File: config.mk
export PLATFORM = sky130hd
export DESIGN_NAME = vertex_normal_format_decoder_unit_flat
export DESIGN_NICKNAME = d
export VERILOG_FILES = /design/src/hdl/vnfd_pkg.sv /design/src/hdl/vnfd_in_if.sv /design/src/hdl/vnfd_out_if.sv /design/src/hdl/vertex_normal_format_decoder_unit.sv /design/src/hdl/vnfd_lane.sv /design/src/flat_wrapper.sv
export SDC_FILE = /design/constraint.sdc
export NUM_CORES = 2
export LEC_CHECK = 0
export BUFFER_PORTS_ARGS = -buffer_cell sky130_fd_sc_hd__buf_2
export CORE_MARGIN = 4
export CORE_UTILIZATION = 45
export CTS_BUF_LIST = sky130_fd_sc_hd__clkbuf_4
export DETAILED_ROUTE_END_ITERATION = 8
export GPL_ROUTABILITY_DRIVEN = 0
export PLACE_DENSITY = 0.69
export SKIP_CTS_REPAIR_TIMING = 1
export SYNTH_ARGS = -nofsm -noshare
export SYNTH_HDL_FRONTEND = slang
export SYNTH_HIERARCHICAL = 1
export SYNTH_SLANG_ARGS = --single-unit
File: constraint.sdc
create_clock -name clk -period 69 [get_ports clk]
set_clock_uncertainty 0.1 [all_clocks]
set_input_delay 10.35 -clock clk [delete_from_list [all_inputs] [get_ports clk]]
set_output_delay 10.35 -clock clk [all_outputs]
set_load 0.03 [all_outputs]
File: src/hdl/vnfd_pkg.sv
// Package for the vertex normal format decoder: format codes, float constants,
// pipeline depth and the lane request type. No dependencies.
package vnfd_pkg;

    localparam logic [2:0] FMT_FLOAT3  = 3'd0;
    localparam logic [2:0] FMT_HALF2   = 3'd1;
    localparam logic [2:0] FMT_DEC3N   = 3'd2;
    localparam logic [2:0] FMT_UBYTE4N = 3'd3;

    localparam logic [31:0] BITS_ONE = 32'h3F80_0000;
    localparam logic [31:0] BITS_INF = 32'h7F80_0000;

    // register stages from accepted input to output register
    localparam int PIPE_DEPTH = 7;

    typedef struct packed {
        logic       is_ub;  // 1: byte/127.5-1, 0: signed 10-bit field/511
        logic [9:0] field;
    } lane_in_t;

endpackage

File: src/hdl/vnfd_in_if.sv
// Input channel of the vertex normal format decoder (valid/ready + payload).
// No dependencies.
interface vnfd_in_if;
    logic        valid;
    logic        ready;
    logic [2:0]  op;
    logic [31:0] word_x;
    logic [31:0] word_y;
    logic [31:0] word_z;

    modport source (output valid, output op, output word_x, output word_y, output word_z,
                    input ready);
    modport sink   (input valid, input op, input word_x, input word_y, input word_z,
                    output ready);
endinterface

File: src/hdl/vnfd_out_if.sv
// Output channel of the vertex normal format decoder (valid/ready + payload).
// No dependencies.
interface vnfd_out_if;
    logic        valid;
    logic        ready;
    logic [31:0] norm_x;
    logic [31:0] norm_y;
    logic [31:0] norm_z;

    modport source (output valid, output norm_x, output norm_y, output norm_z, input ready);
    modport sink   (input valid, input norm_x, input norm_y, input norm_z, output ready);
endinterface

File: src/hdl/vertex_normal_format_decoder_unit.sv
// Vertex normal format decoder: packed normal to three single-precision words.
// Throughput one item per cycle while the output is not stalled, set by the
// seven-stage conversion lanes which all advance together.
// A stalled output holds every stage; the input takes a transfer whenever the
// output register is empty or being drained.
// Reset (rst_n, async, active low) clears the stage valid bits only.
module vertex_normal_format_decoder_unit
    import vnfd_pkg::*;
(
    input  logic       clk,
    input  logic       rst_n,
    vnfd_in_if.sink    req,
    vnfd_out_if.source rsp
);

    // pipeline advance: whole pipe moves unless the output holds an untaken result
    logic en;
    logic [PIPE_DEPTH-1:0] v_reg;

    assign en        = !v_reg[PIPE_DEPTH-1] || rsp.ready;
    assign req.ready = en;
    assign rsp.valid = v_reg[PIPE_DEPTH-1];

    always_ff @(posedge clk or negedge rst_n)
    begin
        if (!rst_n)
        begin
            v_reg <= '0;
        end
        else if (en)
        begin
            v_reg <= {v_reg[PIPE_DEPTH-2:0], req.valid};
        end
    end

    // half to single: exact, denormals normalized, Inf/NaN payload kept
    function automatic logic [31:0] half_to_single(input logic [15:0] h);
        logic [4:0] ex;
        logic [9:0] man;
        logic [3:0] sh;
        logic [9:0] mn;
        ex  = h[14:10];
        man = h[9:0];
        sh  = 4'd0;
        for (int i = 0; i < 10; i++)
        begin
            if (man[i])
            begin
                sh = 4'(10 - i);
            end
        end
        mn = man << sh;
        if (ex == 5'h1F)
        begin
            half_to_single = {h[15], 31'd0} | BITS_INF | {9'd0, man, 13'd0};
        end
        else if (ex == 5'd0)
        begin
            if (man == 10'd0)
            begin
                half_to_single = {h[15], 31'd0};
            end
            else
            begin
                half_to_single = {h[15], 8'd113 - {4'd0, sh}, mn, 13'd0};
            end
        end
        else
        begin
            half_to_single = {h[15], {3'd0, ex} + 8'd112, man, 13'd0};
        end
    endfunction

    // formats that need no lane: float3, half pair, default normal
    logic [31:0] px, py, pz;

    always_comb
    begin
        unique case (req.op)
            FMT_FLOAT3:
            begin
                px = req.word_x;
                py = req.word_y;
                pz = req.word_z;
            end
            FMT_HALF2:
            begin
                px = half_to_single(req.word_x[15:0]);
                py = half_to_single(req.word_x[31:16]);
                pz = 32'd0;
            end
            default:
            begin
                px = 32'd0;
                py = BITS_ONE;
                pz = 32'd0;
            end
        endcase
    end

    // carry op and pass-through words alongside the lanes
    logic [2:0]  op_reg [PIPE_DEPTH];
    logic [95:0] pass_reg [PIPE_DEPTH];

    always_ff @(posedge clk)
    begin
        if (en)
        begin
            op_reg[0]   <= req.op;
            pass_reg[0] <= {px, py, pz};
            for (int i = 1; i < PIPE_DEPTH; i++)
            begin
                op_reg[i]   <= op_reg[i-1];
                pass_reg[i] <= pass_reg[i-1];
            end
        end
    end

    // packed formats: one lane per component
    lane_in_t    lx, ly, lz;
    logic        is_ub;
    logic [31:0] rx, ry, rz;

    assign is_ub = (req.op == FMT_UBYTE4N);
    assign lx = '{is_ub: is_ub, field: is_ub ? {2'd0, req.word_x[7:0]}   : req.word_x[9:0]};
    assign ly = '{is_ub: is_ub, field: is_ub ? {2'd0, req.word_x[15:8]}  : req.word_x[19:10]};
    assign lz = '{is_ub: is_ub, field: is_ub ? {2'd0, req.word_x[23:16]} : req.word_x[29:20]};

    vnfd_lane u_lane_x (.clk(clk), .en(en), .lin(lx), .res(rx));
    vnfd_lane u_lane_y (.clk(clk), .en(en), .lin(ly), .res(ry));
    vnfd_lane u_lane_z (.clk(clk), .en(en), .lin(lz), .res(rz));

    // select lane or pass-through result at the last stage
    logic use_lane;

    assign use_lane   = (op_reg[PIPE_DEPTH-1] == FMT_DEC3N)
                     || (op_reg[PIPE_DEPTH-1] == FMT_UBYTE4N);
    assign rsp.norm_x = use_lane ? rx : pass_reg[PIPE_DEPTH-1][95:64];
    assign rsp.norm_y = use_lane ? ry : pass_reg[PIPE_DEPTH-1][63:32];
    assign rsp.norm_z = use_lane ? rz : pass_reg[PIPE_DEPTH-1][31:0];

endmodule

File: src/hdl/vnfd_lane.sv
// One conversion lane: signed 10-bit field / 511 or byte / 127.5 - 1, correctly
// rounded single precision, seven register stages. Depends on vnfd_pkg.
module vnfd_lane
    import vnfd_pkg::*;
(
    input  logic        clk,
    input  logic        en,
    input  lane_in_t    lin,
    output logic [31:0] res
);

    // stage 1: magnitude and normalize
    logic [9:0] m1;
    logic       sign1;
    logic [3:0] lz1;
    logic       s1_ub_reg, s1_sign_reg, s1_zero_reg;
    logic [9:0] s1_mn_reg;
    logic [3:0] s1_lz_reg;

    always_comb
    begin
        if (lin.is_ub)
        begin
            m1    = {1'b0, lin.field[7:0], 1'b0};
            sign1 = 1'b0;
        end
        else
        begin
            sign1 = lin.field[9];
            m1    = lin.field[9] ? (~lin.field + 10'd1) : lin.field;
        end
        lz1 = 4'd0;
        for (int i = 0; i < 10; i++)
        begin
            if (m1[i])
            begin
                lz1 = 4'(9 - i);
            end
        end
    end

    always_ff @(posedge clk)
    begin
        if (en)
        begin
            s1_ub_reg   <= lin.is_ub;
            s1_sign_reg <= sign1;
            s1_zero_reg <= (m1 == 10'd0);
            s1_mn_reg   <= m1 << lz1;
            s1_lz_reg   <= lz1;
        end
    end

    // stage 2: quotient estimate by reciprocal of the divisor (floor or one less)
    logic [35:0] n2;
    logic [63:0] p511, p255;
    logic        s2_ub_reg, s2_sign_reg, s2_zero_reg;
    logic [3:0]  s2_lz_reg;
    logic [28:0] s2_a_reg;
    logic [35:0] s2_n_reg;

    always_comb
    begin
        n2   = {s1_mn_reg, 26'd0};
        p511 = ({28'd0, n2} << 27) + ({28'd0, n2} << 18) + ({28'd0, n2} << 9) + {28'd0, n2};
        p255 = ({28'd0, n2} << 24) + ({28'd0, n2} << 16) + ({28'd0, n2} << 8) + {28'd0, n2};
    end

    always_ff @(posedge clk)
    begin
        if (en)
        begin
            s2_ub_reg   <= s1_ub_reg;
            s2_sign_reg <= s1_sign_reg;
            s2_zero_reg <= s1_zero_reg;
            s2_lz_reg   <= s1_lz_reg;
            s2_n_reg    <= n2;
            s2_a_reg    <= s1_ub_reg ? 29'(p255 >> 32) : 29'(p511 >> 36);
        end
    end

    // stage 3: remainder, one correction step, sticky bit
    logic [35:0] prod3, r3, dv3, rc3;
    logic [28:0] q3;
    logic        st3;
    logic        s3_ub_reg, s3_sign_reg, s3_zero_reg, s3_st_reg;
    logic [3:0]  s3_lz_reg;
    logic [28:0] s3_q_reg;

    always_comb
    begin
        dv3   = s2_ub_reg ? 36'd255 : 36'd511;
        prod3 = s2_ub_reg ? (({7'd0, s2_a_reg} << 8) - {7'd0, s2_a_reg})
                          : (({7'd0, s2_a_reg} << 9) - {7'd0, s2_a_reg});
        r3    = s2_n_reg - prod3;
        rc3   = r3 - dv3;
        if (r3 >= dv3)
        begin
            q3  = s2_a_reg + 29'd1;
            st3 = (rc3 != 36'd0);
        end
        else
        begin
            q3  = s2_a_reg;
            st3 = (r3 != 36'd0);
        end
    end

    always_ff @(posedge clk)
    begin
        if (en)
        begin
            s3_ub_reg   <= s2_ub_reg;
            s3_sign_reg <= s2_sign_reg;
            s3_zero_reg <= s2_zero_reg;
            s3_lz_reg   <= s2_lz_reg;
            s3_q_reg    <= q3;
            s3_st_reg   <= st3;
        end
    end

    // stage 4: round quotient to single precision
    logic [23:0] mant4;
    logic        rb4, st4;
    logic [7:0]  e4;
    logic [24:0] mr4;
    logic [7:0]  ef4;
    logic [23:0] mf4;
    logic        s4_ub_reg, s4_zero_reg;
    logic [7:0]  s4_e_reg;
    logic [23:0] s4_mant_reg;
    logic [31:0] s4_dec_reg;

    always_comb
    begin
        if (s3_q_reg[28])
        begin
            mant4 = s3_q_reg[28:5];
            rb4   = s3_q_reg[4];
            st4   = (|s3_q_reg[3:0]) | s3_st_reg;
            e4    = 8'd129 - {4'd0, s3_lz_reg};
        end
        else if (s3_q_reg[27])
        begin
            mant4 = s3_q_reg[27:4];
            rb4   = s3_q_reg[3];
            st4   = (|s3_q_reg[2:0]) | s3_st_reg;
            e4    = 8'd128 - {4'd0, s3_lz_reg};
        end
        else
        begin
            mant4 = s3_q_reg[26:3];
            rb4   = s3_q_reg[2];
            st4   = (|s3_q_reg[1:0]) | s3_st_reg;
            e4    = 8'd127 - {4'd0, s3_lz_reg};
        end
        mr4 = {1'b0, mant4} + {24'd0, rb4 & (st4 | mant4[0])};
        if (mr4[24])
        begin
            mf4 = 24'h80_0000;
            ef4 = e4 + 8'd1;
        end
        else
        begin
            mf4 = mr4[23:0];
            ef4 = e4;
        end
    end

    always_ff @(posedge clk)
    begin
        if (en)
        begin
            s4_ub_reg   <= s3_ub_reg;
            s4_zero_reg <= s3_zero_reg;
            s4_e_reg    <= ef4;
            s4_mant_reg <= mf4;
            s4_dec_reg  <= s3_zero_reg ? 32'd0 : {s3_sign_reg, ef4, mf4[22:0]};
        end
    end

    // stage 5: quotient to fixed point (2^-30 units), subtract one
    logic [3:0]  sh5;
    logic [32:0] fq5;
    localparam logic [32:0] ONE_FX = 33'h0_4000_0000;
    logic        s5_ub_reg, s5_neg_reg;
    logic [32:0] s5_d_reg;
    logic [31:0] s5_dec_reg;

    always_comb
    begin
        sh5 = 4'(s4_e_reg - 8'd120);
        fq5 = s4_zero_reg ? 33'd0 : ({9'd0, s4_mant_reg} << sh5);
    end

    always_ff @(posedge clk)
    begin
        if (en)
        begin
            s5_ub_reg  <= s4_ub_reg;
            s5_dec_reg <= s4_dec_reg;
            s5_neg_reg <= (fq5 < ONE_FX);
            s5_d_reg   <= (fq5 < ONE_FX) ? (ONE_FX - fq5) : (fq5 - ONE_FX);
        end
    end

    // stage 6: normalize the difference
    logic [5:0]  lz6;
    logic        s6_ub_reg, s6_neg_reg;
    logic [5:0]  s6_lz_reg;
    logic [32:0] s6_dn_reg;
    logic [31:0] s6_dec_reg;

    always_comb
    begin
        lz6 = 6'd0;
        for (int i = 0; i < 33; i++)
        begin
            if (s5_d_reg[i])
            begin
                lz6 = 6'(32 - i);
            end
        end
    end

    always_ff @(posedge clk)
    begin
        if (en)
        begin
            s6_ub_reg  <= s5_ub_reg;
            s6_neg_reg <= s5_neg_reg;
            s6_dec_reg <= s5_dec_reg;
            s6_lz_reg  <= lz6;
            s6_dn_reg  <= s5_d_reg << lz6;
        end
    end

    // stage 7: round the difference and select the lane result
    logic [23:0] mant7;
    logic        inc7;
    logic [24:0] mr7;
    logic [7:0]  e7;
    logic [31:0] ub7;
    logic [31:0] res_reg;

    always_comb
    begin
        mant7 = s6_dn_reg[32:9];
        inc7  = s6_dn_reg[8] & ((|s6_dn_reg[7:0]) | mant7[0]);
        mr7   = {1'b0, mant7} + {24'd0, inc7};
        e7    = 8'd129 - {2'd0, s6_lz_reg};
        if (mr7[24])
        begin
            ub7 = {s6_neg_reg, e7 + 8'd1, 23'd0};
        end
        else
        begin
            ub7 = {s6_neg_reg, e7, mr7[22:0]};
        end
    end

    always_ff @(posedge clk)
    begin
        if (en)
        begin
            res_reg <= s6_ub_reg ? ub7 : s6_dec_reg;
        end
    end

    assign res = res_reg;

endmodule

File: src/flat_wrapper.sv
// flat-port wrapper written by rule: the top's interface ports become plain ports
module vertex_normal_format_decoder_unit_flat import vnfd_pkg::*;
  (clk, rst_n, req_valid, req_op, req_word_x, req_word_y, req_word_z, req_ready, rsp_valid, rsp_norm_x, rsp_norm_y, rsp_norm_z, rsp_ready);
  vnfd_in_if req_i ();
  vnfd_out_if rsp_i ();
  input  logic clk;
  input  logic rst_n;
  input wire logic [$bits(req_i.valid)-1:0] req_valid;
  input wire logic [$bits(req_i.op)-1:0] req_op;
  input wire logic [$bits(req_i.word_x)-1:0] req_word_x;
  input wire logic [$bits(req_i.word_y)-1:0] req_word_y;
  input wire logic [$bits(req_i.word_z)-1:0] req_word_z;
  output wire logic [$bits(req_i.ready)-1:0] req_ready;
  output wire logic [$bits(rsp_i.valid)-1:0] rsp_valid;
  output wire logic [$bits(rsp_i.norm_x)-1:0] rsp_norm_x;
  output wire logic [$bits(rsp_i.norm_y)-1:0] rsp_norm_y;
  output wire logic [$bits(rsp_i.norm_z)-1:0] rsp_norm_z;
  input wire logic [$bits(rsp_i.ready)-1:0] rsp_ready;
  assign req_i.valid = req_valid;
  assign req_i.op = req_op;
  assign req_i.word_x = req_word_x;
  assign req_i.word_y = req_word_y;
  assign req_i.word_z = req_word_z;
  assign req_ready = req_i.ready;
  assign rsp_valid = rsp_i.valid;
  assign rsp_norm_x = rsp_i.norm_x;
  assign rsp_norm_y = rsp_i.norm_y;
  assign rsp_norm_z = rsp_i.norm_z;
  assign rsp_i.ready = rsp_ready;
  vertex_normal_format_decoder_unit u_core (.clk(clk), .rst_n(rst_n), .req(req_i), .rsp(rsp_i));
endmodule
==> Yosys cells after proc, flatten, opt, wreduce, memory -nomap -nowiden <==
Memories as Yosys holds them, arrays and structs flattened.
Cells that the tools add are included.
{ "word_totals": {"wordCells": 473, "ramBits": 693, "output_inout_bits": 98, "ff_bits": 997, "mem_count": 2} }
{ "memory_table": {"columns": ["memory", "depth", "width", "rd", "rd_clocked_by_memory_dff", "wr", "line", "rtl"], "rows": [
  ["u_core.pass_reg", 7, 96, 7, 0, 7, "vertex_normal_format_decoder_unit.sv:103", "logic [95:0] pass_reg [PIPE_DEPTH];"],
  ["u_core.op_reg", 7, 3, 7, 0, 7, "vertex_normal_format_decoder_unit.sv:102", "logic [2:0] op_reg [PIPE_DEPTH];"]
]} }
{ "classes": {"order_cmp": 6, "n_eq_ne": 6, "add_sub_neg": 73, "n_mux": 229, "shift": 11, "bitwise": 26, "n_reduce_logical": 29} }
{ "op_table": {"columns": ["op", "n"], "rows": [
  ["$mux W6", 99],
  ["$mux W32", 9],
  ["$mux W31", 7],
  ["$reduce_bool A36 Y1", 6],
  ["$sub A36 B29 Y36", 6],
  ["$mux W4", 52],
  ["$mux W33", 6],
  ["$add A63 B54 Y64", 3],
  ["$add A64 B36 Y64", 3],
  ["$add A64 B45 Y64", 3],
  ["$add A60 B52 Y61", 3],
  ["$add A61 B36 Y61", 3],
  ["$add A61 B44 Y61", 3],
  ["$sub A36 B36 Y36", 5],
  ["$add A24 B1 Y25", 6],
  ["$mux W24", 6],
  ["$pmux W32 S2", 2],
  ["$mux W36", 3],
  ["$lt A33 B31 Y1 const B", 3],
  ["$shl A24 B4 Y33", 3],
  ["$shl A33 B6 Y33", 3],
  ["$sub A31 B33 Y33 const A", 3],
  ["$sub A33 B31 Y33 const B", 3],
  ["$mux W10", 9],
  ["34 further kinds", 131]
]} }

==> Depth between registers and ports, before layout <==
{ "depth": {"word_depth": 34, "depth_mapped": 35, "depth_no_buf": 29} }

==> Cells and area by module <==
The synthesis kept the hierarchy.
{ "modules_own_cells": {"columns": ["mod", "n_inst", "seq_area_each_um2", "cells_each", "area_per_inst_um2"], "rows": [
  ["vertex_normal_format_decoder_unit", 1, 20774.9, 1203, 24405.9],
  ["vnfd_lane (u_core.u_lane_z)", 1, 10029.6, 2469, 23378.7],
  ["vnfd_lane (u_core.u_lane_x)", 1, 10029.6, 2434, 23318.6],
  ["vnfd_lane (u_core.u_lane_y)", 1, 10029.6, 2310, 22629.2]
]} }

==> Worst setup path after synthesis <==
OpenSTA, ideal clock, no wires.
{ "synth_timing": {"kind": "input -> output", "start": "input port rsp_ready", "end": "output port req_ready", "arrival_time_ns": 56.354, "path_buffers": 1, "slack_ns": 2.196, "stages": 2, "required_time_ns": 58.550, "cell_sequence": "nand2b_1 > clkbuf_1"} }
{ "synth_between": {"elab_chain_len": 1} }
{ "synth_lines": {"columns": ["item", "line", "rtl"], "rows": [
  ["start: declaration", "flat_wrapper.sv:18", "input wire logic [$bits(rsp_i.ready)-1:0] rsp_ready;"],
  ["$logic_or A1 B1 Y1", "vertex_normal_format_decoder_unit.sv:20", "assign en = !v_reg[PIPE_DEPTH-1] || rsp.ready;"],
  ["end: declaration", "flat_wrapper.sv:13", "output wire logic [$bits(req_i.ready)-1:0] req_ready;"]
]} }
No other way between the ends.

==> Worst setup path in the final report <==
Ends and elaborated chain as after synthesis.

==> PnR_summary.wiki <==
{| class="wikitable"
! Metric !! Value
|-
| Syn-to-layout area delta || 9.36%
|-
| EDFF count, synth || 1688
|-
| Hold Path Class || reg2reg
|-
| Maximum clock rate || 46.4 MHz
|-
| Clock root cell || clkbuf_4
|-
| Maximum fanout encountered on the critical timing path || 5
|-
| Met2 wire length || 102000 um
|-
| Reg2Reg Launch Point || u_core/u_lane_y/s2_ub_reg$_DFFE_PP_
|-
| Dominant cell type by area after synthesis || edfxtp_1
|-
| Floorplan row count || 167
|-
| Final cycle utilization of the critical path || 31.2%
|-
| Length of the first detailed-routing pass in iterations || 9
|-
| Die Footprint || 216000 um2
|-
| Hold violation total from the final report || 0
|-
| Number of antenna violations at the first check in global routing || 43
|-
| Setup crit end kind || primary output
|-
| Vias in the first global route || 64393
|-
| 1st-iter DRT viols || 8019
|-
| Fin. max-slew vios || 0
|-
| Post-synth top flop || edfxtp_1
|-
| Clock network latency to the later pin of the worst-skew pair || 1380 ps
|-
| Avg Inst Size Synth || 11.1 um2
|-
| CTS HTree Levels || 5
|-
| Post-Syn Nets || 8688
|-
| Required arrival time at the worst endpoint || 58550 ps
|-
| Number of failing setup endpoints in the final timing report || 0
|-
| Netlist area before placement || 93700 um2
|-
| Total GRT Usage || 20.3%
|-
| Share of flip-flops with an asynchronous set or reset after synthesis || 0.413%
|-
| Count of buffers inserted at the top-level ports || 200
|-
| Ys Warns || 6
|-
| Total via count after detailed routing || 68695
|-
| Largest net degree at the start of global routing || 186
|-
| Core utilization of the finished layout || 49.5%
|-
| First-pass GRT wire length || 354000 um
|-
| Fill cells || 18178
|-
| Leading cell types in the layout, fill and taps excluded || edfxtp_1, nor2_1, nand2_1
|-
| Core area || 207000 um2
|-
| Uppermost routed layer || met5
|-
| Clock edge transition at the registers on the reported setup and hold paths || 60 ps
|-
| Count of clock tree sinks || 1695
|-
| Biggest cell delay along the critical path || 310 ps
|-
| IO Count || 201
|-
| Total Routed Length || 229000 um
|-
| Startpoint type of the worst setup path || input port
|-
| Launch instance of the worst min-delay path || u_core/pass_reg[3][41]$_DFFE_PP_
|-
| Fraction of layout instances using a drive strength above 1 || 15.3%
|-
| Initial Util || 45.3%
|-
| Most used cell along the critical path || buf_2
|-
| Area of placed instances || 97100 um2
|-
| Transition time at the pin with the least slew margin || 1310 ps
|-
| Minimum period implied by the final worst setup slack || 21530 ps
|-
| Critical path arrival || 11080 ps
|-
| DR vias/cell || 5.82
|-
| ANT nets after route || 0
|-
| Count of state elements after synthesis || 1695
|-
| Critical Path Slowest Stage Cell || nand2b_4
|-
| Netlist cell types || 129
|-
| Nets@finish || 8955
|-
| Crit path kind || in2out
|-
| Detailed-route wire length on metal 1 || 100000 um
|-
| Cells along the critical path || buf_2 > nand2b_4 > buf_2
|-
| Share of the synthesized area in the top cell type || 54.1%
|-
| Result of the run || finished, final reports clean
|-
| Flip-flop count of the largest register, all copies and words added || 672
|-
| Main area contributors after synthesis || edfxtp_1, xnor2_1, nor2_1
|-
| Clock Tree Buf Depth || 4
|-
| Number of buffers created by CTS || 419
|-
| CTS tree || done
|-
| Total gr overflow || 0
|-
| Most common library cell in the layout ignoring fill and taps || edfxtp_1
|-
| Met3 layer wire length in the routed design || 18300 um
|-
| Cells after synthesis || 8416
|-
| Average wire per standard cell || 19.4 um
|-
| Die Y-Extent || 464 um
|-
| DRC viols || 0
|-
| Detailed-placement wirelength estimate || 165000 um
|-
| Relative slew margins || 11.8%
|-
| Die Wd || 464 um
|-
| Setup repair after global routing missed its margin || false
|-
| Critical Path Source || rsp_ready
|-
| Final total negative setup slack || 0 ps
|-
| Maximum Capacitance Violations || 0
|-
| Share of synthesized area occupied by flip-flops and latches || 54.3%
|-
| Final Instance Area || 103000 um2
|}
==> cell type report <==
| cell class | count | area [um2] | area share, % |
|---|---|---|---|
| sequential | 1695 | 50900 | 49.6 |
| multi-input combinational | 5969 | 40000 | 39.0 |
| clock buffer | 593 | 4450 | 4.34 |
| tap | 2788 | 3490 | 3.40 |
| timing repair buffer | 279 | 1630 | 1.59 |
| inverter | 319 | 1200 | 1.17 |
| clock inverter | 139 | 841 | 0.820 |
| antenna | 29 | 72.6 | 0.0708 |
==> layer usage <==
| metal | vias to the layer above | global-route usage (%) |
|---|---|---|
| li1 | 32567 | - |
| met1 | 32639 | 28.1 |
| met2 | 2983 | 31.1 |
| met3 | 498 | 4.46 |
| met4 | 8 | 8.08 |
| met5 | - | 0 |
==> path summary, 6_finish.rpt <==
kind                            slack (ps)  depth (start not counted)                                      to
worst max-delay path                 47470                          3                               req_ready
worst min-delay path                   220                          0        u_core/pass_reg[4][41]$_DFFE_PP_
worst max register to register       60220                         28  u_core/u_lane_y/s3_q_reg[22]$_DFFE_PP_
worst min register to register         220                          0        u_core/pass_reg[4][41]$_DFFE_PP_
max in group asynchronous            59950                          1             u_core/v_reg[6]$_DFFE_PN0P_
min in group asynchronous             8690                          1             u_core/v_reg[1]$_DFFE_PN0P_
==> per-stage QoR <==
stage                     instances  hold WS (ps)  setup slack (ps)
after detailed placement      11050           305             47430
after floorplan                8416           300              2200
after global placement        11050           300             47440
after global routing          11801           248             47440
after CTS                     11782           219             47430
final                         11811           223             47470
==> worst max-delay path, delay by kind of cell <==
| family | cells | cell delay (ps) |
|---|---|---|
| simple gates | 1 | 310 |
| buf+inv | 2 | 360 |
==> Yosys cell counts, types with 26 or more instances <==
master     count
a211o_1       45
o21a_1        48
o31ai_1       45
and2_1       146
a22oi_1       32
nor2_1       721
a21oi_1      463
a211oi_1      96
and3_1        89
mux2i_1      267
nor2b_1      140
xor2_1       168
edfxtp_1    1688
clkbuf_1     344
nor4_1        98
o21ai_0      444
nand3b_1      26
ha_1         166
nand4_1       89
mux2_2       217
nand3_1      212
o211ai_1      97
a31oi_1       64
nand2b_1      81
a21o_1        62
inv_1        301
mux4_2        52
o2111ai_1     30
o221ai_1      31
o22ai_1       87
or2_2         65
or4_1         41
nor3_1       234
xnor2_1      367
and4_1        33
buf_1         52
or3_1         91
nand2_1      662
==> cell families after synthesis <==
family                   synth area share [%]
flip-flops                               54.3
adder cells (fa/ha/maj)                  2.31
AO/OA/AOI/OAI                            13.1
AND/OR/NAND/NOR                          15.4
XOR/XNOR                                 5.05
multiplexers                             6.72
other                                  0.0120
buffers and inverters                    3.14
Power is left out: the tool's default activity adds up to more than one toggle a clock period on the data nets, which glitch-free logic cannot reach.
